--- src/sv/pnf_pkg.sv ---
// pnf_pkg: shared types, constants and helper functions of the petri net firing unit
// no dependencies; used by pnf_step and petri_net_firing_unit_top
`default_nettype none

package pnf_pkg;

	// net size
	localparam int PLACES      = 6;
	localparam int TRANSITIONS = 7;
	localparam int TOKEN_BITS  = 4;

	// register layout, fixed by the register map
	localparam int SLOT_W     = 4;   // marking slot width
	localparam int MARK_SLOTS = 6;
	localparam int MARK_W     = SLOT_W * MARK_SLOTS;
	localparam int WGT_W      = 2;
	localparam int WGT_ROWS   = 7;
	localparam int WGT_LO_W   = 48;
	localparam int WGT_HI_W   = 36;
	localparam int TRANS_W    = 3;
	localparam int ENABLE_W   = 7;
	localparam int DATA_W     = 64;
	localparam int ADDR_W     = 6;

	localparam logic [TOKEN_BITS-1:0] TOKEN_MAX = '1;

	localparam logic [WGT_LO_W-1:0] PRE_LO_RST  = 48'd343682319360;
	localparam logic [WGT_HI_W-1:0] PRE_HI_RST  = 36'd5368840209;
	localparam logic [WGT_LO_W-1:0] POST_LO_RST = 48'd18691966124033;
	localparam logic [WGT_HI_W-1:0] POST_HI_RST = 36'd34360787264;
	localparam logic [MARK_W-1:0]   INIT_RST    = 24'd2167058;

	typedef enum logic [2:0] {
		REG_PRE_LO  = 3'd0,
		REG_PRE_HI  = 3'd1,
		REG_POST_LO = 3'd2,
		REG_POST_HI = 3'd3,
		REG_INIT    = 3'd4
	} reg_idx_t;

	typedef enum logic {
		KIND_FIRE    = 1'b0,
		KIND_RESTORE = 1'b1
	} kind_t;

	typedef logic [PLACES-1:0][TOKEN_BITS-1:0] tokens_t;
	typedef logic [WGT_ROWS-1:0][MARK_SLOTS-1:0][WGT_W-1:0] weights_t;

	typedef struct packed {
		logic                fired;
		logic                saturated;
		tokens_t             tokens;
		logic [ENABLE_W-1:0] enabled;
	} step_res_t;

	function automatic tokens_t init_tokens(input logic [MARK_W-1:0] m);
		tokens_t tok;
		for (int p = 0; p < PLACES; p++) begin
			tok[p] = m[SLOT_W*p +: TOKEN_BITS];
		end
		return tok;
	endfunction

	function automatic logic [MARK_W-1:0] pack_tokens(input tokens_t tok);
		logic [MARK_W-1:0] m;
		m = '0;
		for (int p = 0; p < PLACES; p++) begin
			m[SLOT_W*p +: SLOT_W] = SLOT_W'(tok[p]);
		end
		return m;
	endfunction

	// transition k is enabled when every place covers its pre-weight
	function automatic logic [ENABLE_W-1:0] enables(input tokens_t tok, input weights_t pre);
		logic [ENABLE_W-1:0] en;
		en = '0;
		for (int k = 0; k < TRANSITIONS; k++) begin
			en[k] = 1'b1;
			for (int p = 0; p < PLACES; p++) begin
				if ((TOKEN_BITS+WGT_W)'(tok[p]) < (TOKEN_BITS+WGT_W)'(pre[k][p])) begin
					en[k] = 1'b0;
				end
			end
		end
		return en;
	endfunction

endpackage

`default_nettype wire

--- src/sv/petri_net_firing_unit_top.sv ---
// petri_net_firing_unit_top: weighted petri net engine with apb register port
// depends on pnf_pkg and pnf_step
`default_nettype none

// Takes one word per cycle unless out_stall holds the result register, and
// returns one result word per input word. An input word is held in an input
// register; one pass of logic then fires or restores the marking, updates the
// marking register and loads the result register. Throughput, when not stalled,
// is one word per cycle, set by the marking register feedback loop. The marking
// resets to the reset value of initial_marking; writing initial_marking takes
// effect at the next restore word. Registers sit at byte addresses 8*i; the user
// must write them only while the block is idle; the block does not enforce it.
module petri_net_firing_unit_top (
	input  wire logic        clk,
	input  wire logic        arst_n,
	// input channel
	input  wire logic        in_valid,
	output logic             in_stall,
	input  wire logic        kind,
	input  wire logic [2:0]  transition,
	// output channel
	output logic             out_valid,
	input  wire logic        out_stall,
	output logic             fired,
	output logic             saturated,
	output logic [23:0]      marking_out,
	output logic [6:0]       enabled_set,
	// register port
	input  wire logic        psel,
	input  wire logic        penable,
	input  wire logic        pwrite,
	input  wire logic [5:0]  paddr,
	input  wire logic [63:0] pwdata,
	output logic [63:0]      prdata,
	output logic             pready
);

	logic [pnf_pkg::WGT_LO_W-1:0] pre_lo_q, post_lo_q;
	logic [pnf_pkg::WGT_HI_W-1:0] pre_hi_q, post_hi_q;
	logic [pnf_pkg::MARK_W-1:0]   init_q;
	pnf_pkg::reg_idx_t            reg_idx;
	logic                         wr_en;

	logic                         in_valid_s1;
	logic                         kind_s1;
	logic [pnf_pkg::TRANS_W-1:0]  transition_s1;
	logic                         advance;
	pnf_pkg::tokens_t             tokens_q;
	pnf_pkg::step_res_t           step_res;
	pnf_pkg::step_res_t           res_q;
	logic                         out_valid_q;

	// ---------------- register port ----------------
	assign pready  = 1'b1;
	assign reg_idx = pnf_pkg::reg_idx_t'(paddr[5:3]);
	assign wr_en   = psel & penable & pwrite & pready;

	always_ff @(posedge clk or negedge arst_n) begin
		if (!arst_n) begin
			pre_lo_q  <= pnf_pkg::PRE_LO_RST;
			pre_hi_q  <= pnf_pkg::PRE_HI_RST;
			post_lo_q <= pnf_pkg::POST_LO_RST;
			post_hi_q <= pnf_pkg::POST_HI_RST;
			init_q    <= pnf_pkg::INIT_RST;
		end else if (wr_en) begin
			unique case (reg_idx)
				pnf_pkg::REG_PRE_LO:  pre_lo_q  <= pwdata[pnf_pkg::WGT_LO_W-1:0];
				pnf_pkg::REG_PRE_HI:  pre_hi_q  <= pwdata[pnf_pkg::WGT_HI_W-1:0];
				pnf_pkg::REG_POST_LO: post_lo_q <= pwdata[pnf_pkg::WGT_LO_W-1:0];
				pnf_pkg::REG_POST_HI: post_hi_q <= pwdata[pnf_pkg::WGT_HI_W-1:0];
				pnf_pkg::REG_INIT:    init_q    <= pwdata[pnf_pkg::MARK_W-1:0];
				default: ;
			endcase
		end
	end

	always_comb begin
		unique case (reg_idx)
			pnf_pkg::REG_PRE_LO:  prdata = pnf_pkg::DATA_W'(pre_lo_q);
			pnf_pkg::REG_PRE_HI:  prdata = pnf_pkg::DATA_W'(pre_hi_q);
			pnf_pkg::REG_POST_LO: prdata = pnf_pkg::DATA_W'(post_lo_q);
			pnf_pkg::REG_POST_HI: prdata = pnf_pkg::DATA_W'(post_hi_q);
			pnf_pkg::REG_INIT:    prdata = pnf_pkg::DATA_W'(init_q);
			default:              prdata = '0;
		endcase
	end

	// ---------------- datapath ----------------
	assign advance  = in_valid_s1 & (~out_valid_q | ~out_stall);
	assign in_stall = in_valid_s1 & out_valid_q & out_stall;

	always_ff @(posedge clk or negedge arst_n) begin
		if (!arst_n) begin
			in_valid_s1 <= 1'b0;
		end else if (!in_stall) begin
			in_valid_s1 <= in_valid;
		end
	end

	always_ff @(posedge clk) begin
		if (in_valid && !in_stall) begin
			kind_s1       <= kind;
			transition_s1 <= transition;
		end
	end

	pnf_step u_step (
		.kind       (kind_s1),
		.transition (transition_s1),
		.tokens     (tokens_q),
		.init_tok   (pnf_pkg::init_tokens(init_q)),
		.pre        (pnf_pkg::weights_t'({pre_hi_q, pre_lo_q})),
		.post       (pnf_pkg::weights_t'({post_hi_q, post_lo_q})),
		.res        (step_res)
	);

	always_ff @(posedge clk or negedge arst_n) begin
		if (!arst_n) begin
			tokens_q    <= pnf_pkg::init_tokens(pnf_pkg::INIT_RST);
			out_valid_q <= 1'b0;
		end else if (advance) begin
			tokens_q    <= step_res.tokens;
			out_valid_q <= 1'b1;
		end else if (!out_stall) begin
			out_valid_q <= 1'b0;
		end
	end

	always_ff @(posedge clk) begin
		if (advance) begin
			res_q <= step_res;
		end
	end

	assign out_valid   = out_valid_q;
	assign fired       = res_q.fired;
	assign saturated   = res_q.saturated;
	assign marking_out = pnf_pkg::pack_tokens(res_q.tokens);
	assign enabled_set = res_q.enabled;

endmodule

`default_nettype wire

--- src/sv/pnf_step.sv ---
// pnf_step: one firing or restore step on the marking, plus the enabled set after it
// depends on pnf_pkg
`default_nettype none

module pnf_step (
	input  wire logic               kind,
	input  wire logic [pnf_pkg::TRANS_W-1:0] transition,
	input  wire pnf_pkg::tokens_t   tokens,
	input  wire pnf_pkg::tokens_t   init_tok,
	input  wire pnf_pkg::weights_t  pre,
	input  wire pnf_pkg::weights_t  post,
	output pnf_pkg::step_res_t      res
);

	logic [pnf_pkg::ENABLE_W-1:0] en_old;
	logic                         fire;
	logic [pnf_pkg::MARK_SLOTS-1:0][pnf_pkg::WGT_W-1:0] pre_row;
	logic [pnf_pkg::MARK_SLOTS-1:0][pnf_pkg::WGT_W-1:0] post_row;
	logic [pnf_pkg::TOKEN_BITS+1:0] sum;
	pnf_pkg::tokens_t               fired_tok;
	pnf_pkg::tokens_t               new_tok;
	logic                           sat;

	assign en_old = pnf_pkg::enables(tokens, pre);

	// select the named transition's weights; an index past the net selects nothing
	always_comb begin
		fire     = 1'b0;
		pre_row  = '0;
		post_row = '0;
		for (int k = 0; k < pnf_pkg::TRANSITIONS; k++) begin
			if (transition == pnf_pkg::TRANS_W'(k)) begin
				fire     = en_old[k];
				pre_row  = pre[k];
				post_row = post[k];
			end
		end
	end

	always_comb begin
		sat       = 1'b0;
		fired_tok = tokens;
		sum       = '0;
		for (int p = 0; p < pnf_pkg::PLACES; p++) begin
			sum = (pnf_pkg::TOKEN_BITS+2)'(tokens[p]) - (pnf_pkg::TOKEN_BITS+2)'(pre_row[p])
				+ (pnf_pkg::TOKEN_BITS+2)'(post_row[p]);
			if (sum > (pnf_pkg::TOKEN_BITS+2)'(pnf_pkg::TOKEN_MAX)) begin
				fired_tok[p] = pnf_pkg::TOKEN_MAX;
				sat          = 1'b1;
			end else begin
				fired_tok[p] = sum[pnf_pkg::TOKEN_BITS-1:0];
			end
		end
	end

	always_comb begin
		res = '0;
		if (kind == pnf_pkg::KIND_RESTORE) begin
			new_tok = init_tok;
		end else if (fire) begin
			new_tok       = fired_tok;
			res.fired     = 1'b1;
			res.saturated = sat;
		end else begin
			new_tok = tokens;
		end
		res.tokens  = new_tok;
		res.enabled = pnf_pkg::enables(new_tok, pre);
	end

endmodule

`default_nettype wire

--- config.mk ---
export PLATFORM = sky130hd
export DESIGN_NAME = petri_net_firing_unit_top
export DESIGN_NICKNAME = d
export VERILOG_FILES = /design/src/sv/pnf_pkg.sv /design/src/sv/petri_net_firing_unit_top.sv /design/src/sv/pnf_step.sv
export SDC_FILE = /design/constraint.sdc
export NUM_CORES = 1
export LEC_CHECK = 0
export ABC_AREA = 1
export BUFFER_PORTS_ARGS = -buffer_cell sky130_fd_sc_hd__clkbuf_2
export CAP_MARGIN = 25
export CELL_PAD_IN_SITES_DETAIL_PLACEMENT = 0
export CELL_PAD_IN_SITES_GLOBAL_PLACEMENT = 1
export CORE_MARGIN = 5
export CORE_UTILIZATION = 44
export CTS_BUF_LIST = sky130_fd_sc_hd__clkbuf_16
export DETAILED_ROUTE_END_ITERATION = 6
export PLACE_DENSITY = 0.9
export SLEW_MARGIN = 5
export SYNTH_ARGS = -nofsm -noshare
export SYNTH_HDL_FRONTEND = slang
export SYNTH_SLANG_ARGS = --single-unit
--- constraint.sdc ---
create_clock -name clk -period 6.65 [get_ports clk]
set_clock_uncertainty 0.15 [all_clocks]
set_input_delay 0.665 -clock clk [delete_from_list [all_inputs] [get_ports clk]]
set_output_delay 0.665 -clock clk [all_outputs]
set_load 0.1 [all_outputs]
==> results.py <==
metrics = {
    "outcome": {
        "status": "finished, final reports clean",
    },
    "global_routing": {
        "grt_pass1_vias": 14610,
        "overflow": 0,
        "busiest_layer": "met2",
        "grt_max_degree": 118,
        "grtUsageMet3": 0.08375,
        "met1_usage": 0.4137,
        "grt_antenna_before_repair": 3,
        "grt_first_pass_wirelength_um": 91790,
        "grt_usage": 0.2922,
        "met2_usage": 0.4330,
    },
    "critical_path": {
        "regToRegEndpoint": "enabled_set[3]",
        "cp.required_ns": 6.81,
        "max_stage_delay_ns": 0.71,
        "crit_top_cell": "inv_1",
        "worstSetupEndpoint": "enabled_set[3]",
        "startpoint": "transition_s1[0]",
        "rr_worst_depth": 26,
        "r2r_slack_ns": 0.48,
        "cp.arrival_ns": 6.33,
        "cp_slowest_cell": "nor2_1",
        "start_kind": "flip-flop",
        "cp_max_fo": 11,
        "r2r_start": "transition_s1[0]",
        "end_kind": "flip-flop",
        "critPathKind": "flip-flop to flip-flop",
    },
    "power": {
        "power_mw": 7.715,
        "power.density_nw_per_um2": 420.9,
        "peakVddDrop_mv": 0.1748,
        "p_leak_nw": 8.971,
    },
    "placed_design": {
        "portBuffers": 144,
        "placed_area_um2": 17440,
        "dp_cells": 2613,
        "gp_congestion": 0.9632,
        "dp_slack_ns": 0.7223,
        "place_hpwl_um": 44680,
    },
    "cts": {
        "clock-sinks": 255,
        "hold_buffers": 0,
        "post-cts-setup-buffers": 0,
        "clock-root-buffer": "clkbuf_16",
        "h-tree-depth": 1,
        "cts.path.max_buffers": 3,
        "clkSlewWorstSetupHoldPaths_ns": 0.06,
        "cts_tree": "yes",
        "cts_inserted_buffers": 29,
        "clock_latency_ns": 0.57,
        "cts_resized": 0,
    },
    "drt": {
        "viasPerCell": 5.827,
        "postRouteAntennaNets": 0,
        "detail_route.wl_per_cell_um": 23.19,
        "drtIter0Drc": 1811,
        "drc_errors": 0,
        "routed_wl_um": 61860,
        "drt_pass1_iterations": 6,
        "vias": 15540,
    },
    "sta": {
        "tns_ns": 0,
        "setup_viol": 0,
        "finalHoldViolations": 0,
        "rsz0062_at_grt": "no",
        "period_minus_slack_ns": 6.170,
        "slew-limit-headroom": 0.3462,
        "worst_hold_slack_ns": 0.03832,
        "tightest_slew_ns": 0.9775,
        "setup_ws_ns": 0.4802,
        "slew_viol_final": 0,
        "timing.fmax_ghz": 0.1621,
        "fin_crit_sh": 0.9278,
    },
    "synthesis": {
        "synth-seq-cells": 255,
        "synthTopCellsByArea": "dfrtp_1 29%, nand2_1 11%, o21ai_0 9.7%",
        "ys.warnings.count": 0,
        "netlist_area_um2": 16240,
        "synthCells": 2053,
        "synth_top_area_share": 0.2867,
        "synth_commonest_cells": "474 x nand2_1, 314 x o21ai_0, 300 x inv_1",
        "avgSynthCellArea_um2": 7.909,
        "synth_flop_cell": "dfrtp_1",
        "synth_cell_types": 52,
        "synth_top_area_cell": "dfrtp_1",
        "async_reset_ff_frac": 0.8549,
        "yosysMostFrequentCell": "nand2_1",
        "synth_edf_count": 37,
        "seq_area_frac_synth": 0.4069,
    },
    "layout": {
        "final_core_util": 0.5020,
        "fin_area_um2": 18330,
        "drive_gt1_frac": 0.1392,
        "fin_nets": 2378,
        "layout.cells.non_filler": 2667,
        "areaGrowthSynthToFinish_pct": 12.91,
        "nFillCells": 3516,
    },
    "floorplanning": {
        "rows": 70,
        "fp.dieH_um": 202.1,
        "dieArea_um2": 40840,
        "die_w_um": 202.1,
        "start_util": 0.4446,
        "io_pins": 181,
        "core_area_um2": 36520,
    },
    "flow_run": {
        "drv_cap": 0,
    },
    "worst_hold_path": {
        "hold_path.class": "input pin to asynchronous set/reset pin",
    },
}
## cell families (layout without fill, tap and decap cells)
| logic type | count (synthesis) | after routing | share of synthesized area |
|---|---|---|---|
| adder cells (fa/ha/maj) | 120 | 120 | 0.09802 |
| XOR/XNOR | 19 | 19 | 0.01025 |
| other | 2 | 18 | 0.0004625 |
| buffers and inverters | 407 | 537 | 0.1001 |
| flip-flops | 255 | 255 | 0.4069 |
| multiplexers | 8 | 8 | 0.005548 |
| AND/OR/NAND/NOR | 762 | 762 | 0.2089 |
| AO/OA/AOI/OAI | 480 | 480 | 0.1698 |
## layout make-up
cell class	count	area, um^2	share of cell area
multi-input combinational	1406	8114	0.4426
sequential	255	6606	0.3604
inverter	306	1149	0.06265
timing repair buffer	179	1006	0.05487
clock buffer	30	750.7	0.04095
tap	468	585.6	0.03194
clock inverter	22	118.9	0.006484
antenna	1	2.502	0.0001365
## metal layers
layer | vias to the layer above | routed length [um]
met5 | - | 28
met4 | 4 | 2383
met3 | 140 | 7515
met2 | 904 | 26300
met1 | 7431 | 25630
li1 | 7061 | -
## report_power, final
part | internal (mW) | switching, mW | leakage (nW)
sequential | 2.04 | 0.403 | 2.91
clock | 0.844 | 0.660 | 0.462
combinational | 1.03 | 2.73 | 5.60
## flip-flops by register name, indices dropped and copies added, names as in the netlist
name,cells
post_lo_q,48
pre_lo_q,48
post_hi_q,36
pre_hi_q,36
init_q,24
marking_out,24
tokens_q,24
enabled_set,7
transition_s1,3
fired,1
in_valid_s1,1
kind_s1,1
out_valid,1
saturated,1
## how the worst min path moves through the flow
| stage | slack [ns] | start | to | depth (start not counted) |
|---|---|---|---|---|
| 5_1_grt | 0.11 | kind | kind_s1 | 1 |
| 3_3_place_gp | 0.32 | post_lo_q[4] | post_lo_q[4] | 2 |
| 3_5_place_dp | 0.32 | post_lo_q[10] | post_lo_q[10] | 2 |
| 6_report | 0.04 | arst_n | post_lo_q[41] | 1 |
| 4_1_cts | 0.08 | arst_n | post_hi_q[19] | 1 |
| 2_1_floorplan | 0.22 | arst_n | in_valid_s1 | 0 |
## cell usage in the layout, fill, tap and decap left out, drive strengths merged, types with 12 or more instances in the layout
master / count
nand4: 17
dfstp: 32
a21oi: 32
ha: 108
edfxtp: 37
a221oi: 33
nor2: 113
clkbuf: 173
xor2: 17
nand3b: 18
o22ai: 48
inv: 313
clkinv: 14
nand2: 476
nor3: 18
nand3: 116
o2111ai: 18
o21ai: 315
dfrtp: 186
fa: 12
conb: 17
buf: 36
## worst max-delay path: cells and delay by family (launching register included)
family / cells / cell delay [ns]
buffers and inverters: 6 / 1.08
adders and majority gates: 3 / 1.05
and+or+nand+nor: 10 / 1.87
AOI/OAI and AO/OA: 7 / 1.25
DFF: 1 / 0.53
(Power assumes the default switching activity.)
